`src/assert_macros.svh`:
```
// ---------------------------------------------------------------------------
// Assertion macros
// Concurrent assertion wrappers for the RTL. They compile to nothing
// when SYNTHESIS is defined.
// ---------------------------------------------------------------------------
`ifndef ASSERT_MACROS_SVH
`define ASSERT_MACROS_SVH

`ifndef SYNTHESIS

// Implication checked at every rising edge outside reset.
`define ASSERT_IMPLY(label, clk, rst_n, ante, cons) \
    label: assert property (@(posedge clk) disable iff (!(rst_n)) (ante) |-> (cons)) \
        else $error("implication assertion failed");

// Consequence checked in the cycle after the antecedent.
`define ASSERT_NEXT(label, clk, rst_n, ante, cons) \
    label: assert property (@(posedge clk) disable iff (!(rst_n)) (ante) |=> (cons)) \
        else $error("next-cycle assertion failed");

`else

`define ASSERT_IMPLY(label, clk, rst_n, ante, cons)
`define ASSERT_NEXT(label, clk, rst_n, ante, cons)

`endif

`endif

```
`src/ldf_pkg.sv`:
```
// ---------------------------------------------------------------------------
// ldf_pkg
// Types and constants shared by the length-prefix deframer modules.
// ---------------------------------------------------------------------------
`timescale 1ns / 1ps

package ldf_pkg;

    // Field and register widths.
    localparam int unsigned DATA_W      = 8;
    localparam int unsigned LEN_W       = 32;
    localparam int unsigned KIND_W      = 2;
    localparam int unsigned CFG_INDEX_W = 2;
    localparam int unsigned CFG_DATA_W  = 32;

    // Message header is four bytes, least significant first.
    localparam int unsigned HEADER_BYTES = 4;
    localparam int unsigned HCOUNT_W     = 2;
    localparam logic [HCOUNT_W-1:0] HEADER_LAST = HCOUNT_W'(HEADER_BYTES - 1);

    // Reset value of the maximum length register.
    localparam logic [LEN_W-1:0] MAX_LENGTH_RESET = 32'h0010_0000;

    // Configuration register indexes.
    localparam logic [CFG_INDEX_W-1:0] REG_MAX_LENGTH     = 2'd0;
    localparam logic [CFG_INDEX_W-1:0] REG_FRAMING_ENABLE = 2'd1;

    // Deframer phase.
    typedef enum logic [1:0] {
        PHASE_HEADER  = 2'd0,
        PHASE_PAYLOAD = 2'd1,
        PHASE_HALTED  = 2'd2
    } phase_t;

    // Result kinds.
    typedef enum logic [KIND_W-1:0] {
        KIND_BYTE  = 2'd0,
        KIND_EMPTY = 2'd1,
        KIND_ERROR = 2'd2
    } kind_t;

    // An item held in the input register.
    typedef struct packed {
        logic              valid;
        logic [DATA_W-1:0] data;
    } ldf_item_t;

endpackage

```
`src/ldf_in_stage.sv`:
```
// ---------------------------------------------------------------------------
// ldf_in_stage
// Input register: holds one received byte until the deframer core takes it.
// ---------------------------------------------------------------------------
`timescale 1ns / 1ps

module ldf_in_stage
    import ldf_pkg::*;
(
    input  logic              aclk,
    input  logic              aresetn,
    input  logic              s_valid,
    output logic              s_ready,
    input  logic [DATA_W-1:0] s_data_byte,
    output ldf_item_t         item,
    input  logic              take
);

    logic              valid_reg;
    logic              valid_next;
    logic [DATA_W-1:0] data_reg;
    logic              accept;

    // The register is free when empty or when its item leaves this cycle.
    assign s_ready = !valid_reg || take;
    assign accept  = s_valid && s_ready;

    always_comb begin
        valid_next = valid_reg;
        if (accept) begin
            valid_next = 1'b1;
        end else if (take) begin
            valid_next = 1'b0;
        end
    end

    always_ff @(posedge aclk) begin
        if (!aresetn) begin
            valid_reg <= 1'b0;
        end else begin
            valid_reg <= valid_next;
        end
    end

    // Payload needs no reset.
    always_ff @(posedge aclk) begin
        if (accept) begin
            data_reg <= s_data_byte;
        end
    end

    assign item.valid = valid_reg;
    assign item.data  = data_reg;

endmodule

```
`src/ldf_core.sv`:
```
// ---------------------------------------------------------------------------
// ldf_core
// Framing state, configuration registers and the result register.
// ---------------------------------------------------------------------------
`timescale 1ns / 1ps

module ldf_core
    import ldf_pkg::*;
(
    input  logic                   aclk,
    input  logic                   aresetn,
    input  logic                   cfg_wr_en,
    input  logic [CFG_INDEX_W-1:0] cfg_index,
    input  logic [CFG_DATA_W-1:0]  cfg_wdata,
    input  ldf_item_t              item,
    output logic                   take,
    output logic                   m_valid,
    input  logic                   m_ready,
    output logic [KIND_W-1:0]      m_kind,
    output logic [DATA_W-1:0]      m_payload_byte,
    output logic                   m_last
);

    logic [LEN_W-1:0]    max_length_reg;
    logic                framing_enable_reg;

    phase_t              phase_reg, phase_next;
    logic [HCOUNT_W-1:0] header_count_reg, header_count_next;
    logic [LEN_W-1:0]    payload_length_reg, payload_length_next;
    logic [LEN_W-1:0]    bytes_left_reg, bytes_left_next;

    logic                out_valid_reg, out_valid_next;
    kind_t               out_kind_reg;
    logic [DATA_W-1:0]   out_byte_reg;
    logic                out_last_reg;

    logic                res_valid;
    kind_t               res_kind;
    logic [DATA_W-1:0]   res_byte;
    logic                res_last;
    logic [LEN_W-1:0]    assembled;
    logic                is_last;

    // An item moves on when the result register is empty or being emptied.
    assign take = item.valid && (!out_valid_reg || m_ready);

    // Header byte placed at its little-endian position.
    assign assembled = payload_length_reg
                     | (LEN_W'(item.data) << {header_count_reg, 3'b000});
    assign is_last   = (bytes_left_reg <= LEN_W'(1));

    // Configuration writes; unknown indexes are ignored.
    always_ff @(posedge aclk) begin
        if (!aresetn) begin
            max_length_reg     <= MAX_LENGTH_RESET;
            framing_enable_reg <= 1'b0;
        end else if (cfg_wr_en) begin
            unique case (cfg_index)
                REG_MAX_LENGTH:     max_length_reg     <= cfg_wdata[LEN_W-1:0];
                REG_FRAMING_ENABLE: framing_enable_reg <= cfg_wdata[0];
                default: ;
            endcase
        end
    end

    // Next state and result for the item being taken.
    always_comb begin
        phase_next          = phase_reg;
        header_count_next   = header_count_reg;
        payload_length_next = payload_length_reg;
        bytes_left_next     = bytes_left_reg;
        res_valid           = 1'b0;
        res_kind            = KIND_BYTE;
        res_byte            = '0;
        res_last            = 1'b0;

        if (take && framing_enable_reg) begin
            unique case (phase_reg)
                PHASE_HEADER: begin
                    payload_length_next = assembled;
                    if (header_count_reg != HEADER_LAST) begin
                        header_count_next = header_count_reg + HCOUNT_W'(1);
                    end else begin
                        header_count_next = '0;
                        if (assembled > max_length_reg) begin
                            phase_next = PHASE_HALTED;
                            res_valid  = 1'b1;
                            res_kind   = KIND_ERROR;
                        end else if (assembled == '0) begin
                            res_valid = 1'b1;
                            res_kind  = KIND_EMPTY;
                            res_last  = 1'b1;
                        end else begin
                            bytes_left_next     = assembled;
                            payload_length_next = '0;
                            phase_next          = PHASE_PAYLOAD;
                        end
                    end
                end
                PHASE_PAYLOAD: begin
                    if (is_last) begin
                        bytes_left_next     = '0;
                        phase_next          = PHASE_HEADER;
                        payload_length_next = '0;
                        header_count_next   = '0;
                    end else begin
                        bytes_left_next = bytes_left_reg - LEN_W'(1);
                    end
                    res_valid = 1'b1;
                    res_kind  = KIND_BYTE;
                    res_byte  = item.data;
                    res_last  = is_last;
                end
                // Halted, and the unused phase code, drop the byte.
                default: ;
            endcase
        end
    end

    // Result register valid flag.
    always_comb begin
        out_valid_next = out_valid_reg;
        if (take) begin
            out_valid_next = res_valid;
        end else if (m_ready) begin
            out_valid_next = 1'b0;
        end
    end

    always_ff @(posedge aclk) begin
        if (!aresetn) begin
            phase_reg          <= PHASE_HEADER;
            header_count_reg   <= '0;
            payload_length_reg <= '0;
            bytes_left_reg     <= '0;
            out_valid_reg      <= 1'b0;
        end else begin
            phase_reg          <= phase_next;
            header_count_reg   <= header_count_next;
            payload_length_reg <= payload_length_next;
            bytes_left_reg     <= bytes_left_next;
            out_valid_reg      <= out_valid_next;
        end
    end

    // Result payload is loaded only when a new result is produced.
    always_ff @(posedge aclk) begin
        if (take && res_valid) begin
            out_kind_reg <= res_kind;
            out_byte_reg <= res_byte;
            out_last_reg <= res_last;
        end
    end

    assign m_valid        = out_valid_reg;
    assign m_kind         = out_kind_reg;
    assign m_payload_byte = out_byte_reg;
    assign m_last         = out_last_reg;

endmodule

```
`src/length_prefix_deframer.sv`:
```
// ---------------------------------------------------------------------------
// length_prefix_deframer
// Splits a byte stream into messages with a four-byte little-endian length.
// ---------------------------------------------------------------------------
// Usage:
//   The s_ channel takes one stream byte per item. Each message is a 4-byte
//   little-endian length header followed by that many payload bytes.
//   The m_ channel gives one result per payload byte (kind payload, last set
//   on the final byte), one empty-message result for a zero length, or one
//   error result for a length above max_length, after which the block drops
//   every byte until reset. Header bytes give no result.
//   Configuration: index 0 is max_length, index 1 is framing_enable; with
//   framing disabled bytes are dropped and the framing state is held.
//   An accepted byte passes through the input register and then the result
//   register before its result is valid. Throughput is one item per cycle
//   while the receiver is ready, set by the single state update in the core.
//   Reset clears the framing state, sets max_length to 1 MiB and disables
//   framing. When the receiver stalls, the result register holds its item
//   and the input register takes one more byte before s_ready drops.
// ---------------------------------------------------------------------------
`timescale 1ns / 1ps
`include "assert_macros.svh"

module length_prefix_deframer
    import ldf_pkg::*;
(
    input  logic                   aclk,
    input  logic                   aresetn,
    input  logic                   cfg_wr_en,
    input  logic [CFG_INDEX_W-1:0] cfg_index,
    input  logic [CFG_DATA_W-1:0]  cfg_wdata,
    input  logic                   s_valid,
    output logic                   s_ready,
    input  logic [DATA_W-1:0]      s_data_byte,
    output logic                   m_valid,
    input  logic                   m_ready,
    output logic [KIND_W-1:0]      m_kind,
    output logic [DATA_W-1:0]      m_payload_byte,
    output logic                   m_last
);

    ldf_item_t item;
    logic      take;

    // Input register.
    ldf_in_stage u_in_stage (
        .aclk        (aclk),
        .aresetn     (aresetn),
        .s_valid     (s_valid),
        .s_ready     (s_ready),
        .s_data_byte (s_data_byte),
        .item        (item),
        .take        (take)
    );

    // Framing state and result register.
    ldf_core u_core (
        .aclk           (aclk),
        .aresetn        (aresetn),
        .cfg_wr_en      (cfg_wr_en),
        .cfg_index      (cfg_index),
        .cfg_wdata      (cfg_wdata),
        .item           (item),
        .take           (take),
        .m_valid        (m_valid),
        .m_ready        (m_ready),
        .m_kind         (m_kind),
        .m_payload_byte (m_payload_byte),
        .m_last         (m_last)
    );

    // Backpressure only when the input register is full behind a stalled result.
    `ASSERT_IMPLY(a_ready_low_only_when_stalled, aclk, aresetn, !s_ready, item.valid && m_valid && !m_ready)
    // An empty-message result carries the last flag and no payload.
    `ASSERT_IMPLY(a_empty_form, aclk, aresetn, m_valid && (m_kind == KIND_EMPTY), m_last && (m_payload_byte == '0))
    // Once the error result is delivered the block stays silent.
    `ASSERT_NEXT(a_silent_after_error, aclk, aresetn, m_valid && m_ready && (m_kind == KIND_ERROR), !m_valid)

endmodule

```
`config.mk`:
```
export PLATFORM = sky130hd
export DESIGN_NAME = length_prefix_deframer
export DESIGN_NICKNAME = d
export VERILOG_FILES = /design/src/ldf_pkg.sv /design/src/ldf_in_stage.sv /design/src/ldf_core.sv /design/src/length_prefix_deframer.sv
export VERILOG_INCLUDE_DIRS = /design/src /design/src/src
export SDC_FILE = /design/constraint.sdc
export NUM_CORES = 1
export LEC_CHECK = 0
export BUFFER_PORTS_ARGS = -buffer_cell sky130_fd_sc_hd__buf_2
export CORE_MARGIN = 1.5
export CORE_UTILIZATION = 30
export DETAILED_ROUTE_END_ITERATION = 7
export PLACE_DENSITY = 0.45
export SYNTH_ARGS = -nofsm -noshare
export SYNTH_HDL_FRONTEND = slang
export SYNTH_SLANG_ARGS = --single-unit
```
`constraint.sdc`:
```
create_clock -name aclk -period 4.5 [get_ports aclk]
set_input_delay 0.225 -clock aclk [delete_from_list [all_inputs] [get_ports aclk]]
set_output_delay 0.225 -clock aclk [all_outputs]
set_load 0.02 [all_outputs]
```
==> results by group, run 1 <==
STA
  • Fin crit share: 91.1%
  • Layout Skew: 0.00855 ns
  • Max_slew headroom: 43.3%
  • RSZ-0062 raised after global routing: false
  • Period minus WS final: 4.10 ns
  • Fmax: 0.244 GHz
  • Final worst slack: 0.401 ns
  • # setup viols final: 0
  • Worst Tran Pin Value: 0.850 ns
  • Endpoints failing hold: 0
  • Setup_tns: 0 ns
  • Max-slew violations: 0

Worst setup path
  • Worst Setup Start Kind: flip-flop
  • Arr. time, crit path: 4.39 ns
  • WP data required: 4.79 ns
  • Crit. End Element: flip-flop
  • Kind of critical path: reg -> reg
  • CP Max Fanout: 17

Place
  • Placed cell count: 1191
  • Post-Place Setup Slack: 0.471 ns
  • Placed Area: 0.00748 mm²
  • Port Buffers: 59
  • DP Wirelength: 16000 µm
  • GP Congestion: 0.844

Floorplan
  • Die Span X: 154 µm
  • Num rows: 55
  • Initial Utilization: 30.3%
  • Full die area: 0.0237 mm²
  • Core box area: 0.0225 mm²
  • I/O pin count: 60
  • Die span in y: 154 µm

Power
  • Cell Pwr Density: 343 mW/mm²
  • Static leakage power: 3.33 nW
  • Max VDD drop: 205 µV

CTS
  • H-tree Lvls: 4
  • Worst skew pair latency: 0.42 ns
  • Post_cts resized: 0
  • Maximum buffer depth of the clock tree: 2
  • TritonCTS clock tree: yes
  • CTS Sinks: 122
  • Clk root buf: clkbuf_16
  • Clk slew on worst S/H paths: 0.06 ns
  • CTS Buf Count: 17

Yosys
  • Synth area leader: dfxtp_1
  • Ys Warns: 0
  • Synth top area cells: dfxtp_1 30%, edfxtp_1 8.4%, nand2_1 8.4%
  • Post-synthesis cell area: 0.00683 mm²
  • Number of flops mapped to enable cells by yosys: 19
  • Main synth FF type: dfxtp_1
  • Mapped Avg Cell Area: 7.79 µm²
  • Syn nets: 959
  • Netlist cell types: 59
  • Syn Inst Count: 877
  • Post-synth top area share: 30.2%
  • Async S/R FF share, synth: 0%
  • Sequential area share after synthesis: 38.5%
  • Yosys reg bits: 122

Status
  • Status: finished, final reports clean

Final layout
  • Multi-input logic area: 0.00372 mm²
  • Storage element area: 0.00263 mm²
  • Design area: 0.00820 mm²
  • Fillers: 2396
  • Antenna Cells: 0
  • Commonest non-fill, non-tap cell in the layout: nand2_1
  • Most frequent cells in the layout: 152 x nand2_1, 103 x dfxtp_1, 91 x a21oi_1, 75 x o21ai_0, 69 x inv_1
  • Synthesis-to-layout area growth: 20.1%
  • Util after Layout: 36.4%
  • Nets: 1015
  • Share of cells above drive strength 1: 13.8%
  • Non-Filler Instances: 1231

Global route
  • Vias in the first global route: 6265
  • Initial antenna violation count: 0
  • Total Routing Usage GR: 19.8%
  • Largest net degree at the start of global routing: 63
  • First-pass GRT wire length: 36200 µm
  • Gr ovfl total: 0

Drt
  • DR vias/cell: 5.27
  • Starting DRT DRC Count: 496
  • DRT Pass-1 Iters: 5
  • Final WL: 22700 µm
  • DRC errors left: 0
  • Routed Antenna Nets: 0
  • DR WL/cell: 18.5 µm
  • Via count: 6485

Job
  • Number of max-cap violations: 0

Worst hold path
  • Hold Path Class: in -> reg
where the power goes:
group / switching [W] / total (W) / internal [W]
clock: 0.000531 / 0.00150 / 0.000965
sequential: 0.0000262 / 0.00115 / 0.00112
combinational: 0.000104 / 0.000170 / 0.0000664
path summary, 6_finish.rpt:
check	startpoint	endpoint	slack [ns]	cells past startpoint
worst max-delay path	u_core.header_count_reg[1]	u_core.bytes_left_reg[29]	0.40	12
worst min-delay path	cfg_wdata[30]	u_core.max_length_reg[30]	0.03	3
worst max register to register	u_core.header_count_reg[1]	u_core.bytes_left_reg[29]	0.40	12
worst min register to register	u_core.max_length_reg[15]	u_core.max_length_reg[15]	0.45	2
Yosys cell counts, drive strengths merged, types with 7 or more instances:
cell     count
nand4        7
ha          35
nor4        24
o2111ai     16
o22ai       18
nand3        7
and2         7
edfxtp      19
nand2      152
buf         11
o21ai       75
nor2        38
or3         10
and3        12
mux2i        8
clkbuf      45
nor3        26
dfxtp      103
o211ai      18
o32ai       12
o31ai        9
a21oi       93
inv         69
per-layer routing:
layer  up-vias  part of all wire, %  global-route usage [%]
met5         -                    0                       0
met4         0                  3.4                    8.65
met3        37                  3.8                    3.18
met2       157                   45                    31.4
met1      3017                   48                    26.5
li1       3274                    -                       -
cell type report:
type | count | area share (%)
sequential | 122 | 32.1
multi-input combinational | 629 | 45.4
inverter | 70 | 3.20
tap | 285 | 4.35
clock inverter | 9 | 1.62
timing repair buffer | 93 | 7.11
clock buffer | 23 | 6.21
logic make-up (layout without fill, tap and decap cells):
kind of cell,count (synthesis),after routing,synth area share (%)
AO/OA/AOI/OAI,270,270,24.0
XOR/XNOR,3,3,0.385
adder cells (fa/ha/maj),35,35,6.41
buffers and inverters,126,195,7.26
flip-flops,122,122,38.5
multiplexers,8,8,1.17
AND/OR/NAND/NOR,313,313,22.2
what timing repair did:
item | 4_1_cts | 5_1_grt
hold buffers | 8 | 0
setup buffers | 0 | 0
endpoints found under the hold margin | 8 | 0
metrics by stage:
stage               power, W  hold WS, ns
finish               0.00282       0.0320
global route         0.00291       0.0302
CTS                  0.00284       0.0245
detailed placement   0.00134        0.405
global placement     0.00134        0.409
floorplan            0.00126        0.324
critical path, stage by stage (launching register included):
cell	delay, ns
dfxtp_1	0.31
buf_4	0.16
and2_1	0.24
a21oi_1	0.44
inv_1	0.09
ha_1	0.30
a21oi_1	0.14
o21ai_0	0.14
a221oi_1	0.63
a21boi_0	0.40
and2_1	0.56
a2111oi_2	0.43
o22ai_1	0.12
Note: power is estimated with default switching activity, not from simulation.
==> run 2, diff against run 1 <==
- MAX_ROUTING_LAYER: default -> met4
==> results by group, run 2 (synthesized netlist as in run 1, its figures left out) <==
Drt
  • Final WL: 22700 µm (about the same)
  • DR vias/cell: 5.27 (about the same)
  • Via count: 6484 (-0.015%)
  • DRC errors left: 0 (unchanged)
  • Routed Antenna Nets: 0 (unchanged)
  • Starting DRT DRC Count: 514 (+3.6%)
  • DR WL/cell: 18.4 µm (about the same)
  • DRT Pass-1 Iters: 5 (unchanged)

Power
  • Total power: 0.00282 W (about the same)
  • Static leakage power: 3.33 nW (unchanged)
  • Max VDD drop: 203 µV (-0.68%)
  • Cell Pwr Density: 343 mW/mm² (about the same)

Floorplan
  • Num rows: 55 (unchanged)
  • Initial Utilization: 30.3% (unchanged)
  • Die Span X: 154 µm (unchanged)
  • Core box area: 0.0225 mm² (unchanged)
  • Full die area: 0.0237 mm² (unchanged)
  • I/O pin count: 60 (unchanged)
  • Die span in y: 154 µm (unchanged)

CTS
  • Post_cts resized: 0 (unchanged)
  • CTS Buf Count: 17 (unchanged)
  • TritonCTS clock tree: yes
  • Maximum buffer depth of the clock tree: 2 (unchanged)
  • CTS Sinks: 122 (unchanged)
  • H-tree Lvls: 4 (unchanged)
  • Clk slew on worst S/H paths: 0.06 ns (about the same)
  • Clk root buf: clkbuf_16
  • Worst skew pair latency: 0.42 ns (about the same)

Worst setup path
  • CP Max Fanout: 17 (unchanged)
  • Arr. time, crit path: 4.39 ns (about the same)
  • Kind of critical path: reg -> reg
  • CP cell instances: buf_4 > and2_1 > a21oi_1 > inv_1 > ha_1 > a21oi_1 > o21ai_0 > a221oi_1 > a21boi_0 > and2_1 > a2111oi_2 > o22ai_1
  • CP max stage cell: a221oi_1
  • WP data required: 4.80 ns (about the same)
  • Crit. End Element: flip-flop
  • Worst Setup Start Kind: flip-flop
  • Critical path's largest stage delay: 0.62 ns (about the same)

Worst hold path
  • Hold Path Class: in -> reg

STA
  • Max_slew headroom: 43.3% (about the same)
  • # setup viols final: 0 (unchanged)
  • Endpoints failing hold: 0 (unchanged)
  • Period minus WS final: 4.10 ns (-0.00254 ns)
  • Worst Tran Pin Value: 0.851 ns (+0.000597 ns)
  • RSZ-0062 raised after global routing: false
  • Setup_tns: 0 ns (unchanged)
  • Layout Skew: 0.00876 ns (+0.000213 ns)
  • Max-slew violations: 0 (unchanged)
  • Fin crit share: 91.0% (about the same)
  • Fmax: 0.244 GHz (about the same)

Global route
  • Gr ovfl total: 0 (unchanged)
  • First-pass GRT wire length: 36200 µm (about the same)
  • Initial antenna violation count: 0 (unchanged)
  • Total Routing Usage GR: 20.3% (+0.57 points)
  • Largest net degree at the start of global routing: 63 (unchanged)
  • Vias in the first global route: 6258 (-0.11%)

Place
  • DP Wirelength: 16000 µm (unchanged)
  • GP Congestion: 0.857 (+1.6%)
  • Port Buffers: 59 (unchanged)

Final layout
  • Commonest non-fill, non-tap cell in the layout: nand2_1
  • Synthesis-to-layout area growth: 20.1% (unchanged)
  • Most frequent cells in the layout: 152 x nand2_1, 103 x dfxtp_1, 91 x a21oi_1, 75 x o21ai_0, 69 x inv_1
  • Antenna Cells: 0 (unchanged)
  • Share of cells above drive strength 1: 13.8% (unchanged)
  • Fillers: 2396 (unchanged)
  • Nets: 1015 (unchanged)

Status
  • Status: finished, final reports clean

Job
  • Number of max-cap violations: 0 (unchanged)
## run 2: cell counts in the layout (fill, tap and decap cells not counted)
Identical to the previous run, type by type.
## run 2: report_power, final
part	total, W	leakage (nW)	internal [W]	switching (W)
clock	0.00149	0.319	0.000965	0.000530
sequential	0.00115	0.996	0.00112	0.0000259
combinational	0.000171	2.01	0.0000664	0.000104
## run 2: worst paths after layout
path / start / cells after the start / slack [ns] / endpoint
setup / recovery: u_core.header_count_reg[1] / 12 / 0.40 / u_core.bytes_left_reg[29]
hold / removal: cfg_wdata[30] / 3 / 0.03 / u_core.max_length_reg[30]
setup reg to reg: u_core.header_count_reg[1] / 12 / 0.40 / u_core.bytes_left_reg[29]
hold reg to reg: u_core.max_length_reg[15] / 2 / 0.45 / u_core.max_length_reg[15]
## run 2: final cells by class
| cell class | count | area (µm²) | area share (%) |
|---|---|---|---|
| inverter | 70 | 263 | 3.20 |
| tap | 285 | 357 | 4.35 |
| timing repair buffer | 93 | 583 | 7.11 |
| clock inverter | 9 | 133 | 1.62 |
| clock buffer | 23 | 509 | 6.21 |
| multi-input combinational | 629 | 3720 | 45.4 |
| sequential | 122 | 2630 | 32.1 |
## run 2: critical path: cells and delay by family, from the launching register on
family	cells	cell delay, ns
buffers and inverters	2	0.25
AND/OR/NAND/NOR	2	0.80
AO/OA/AOI/OAI	7	2.29
flip-flops	1	0.31
adder cells (fa/ha/maj)	1	0.30
## run 2: metal layers
layer | wire [µm] | vias to the layer above | GRT usage (%) | part of all wire, %
met5 | 0 | - | - | 0
met2 | 10200 | 169 | 31.3 | 45
met3 | 917 | 39 | 3.18 | 4.0
met4 | 761 | 0 | 8.65 | 3.4
li1 | - | 3277 | - | -
met1 | 10900 | 2999 | 26.5 | 48
## run 2: per-stage QoR
step	setup WS [ns]	area (µm²)	hold WS [ns]	instances	utilization [%]
final	0.404	8200	0.0301	1231	36.4
after global routing	0.179	8200	0.0302	1231	36.4
after CTS	0.440	8200	0.0245	1231	36.4
after detailed placement	0.471	7480	0.405	1191	33.2
after global placement	0.462	7480	0.409	1191	33.2
after floorplan	0.822	6830	0.324	877	-
## run 2: timing repair
item	in CTS	in global routing
hold buffers	8	0
buffers inserted	0	0
endpoints found under the hold margin	8	0
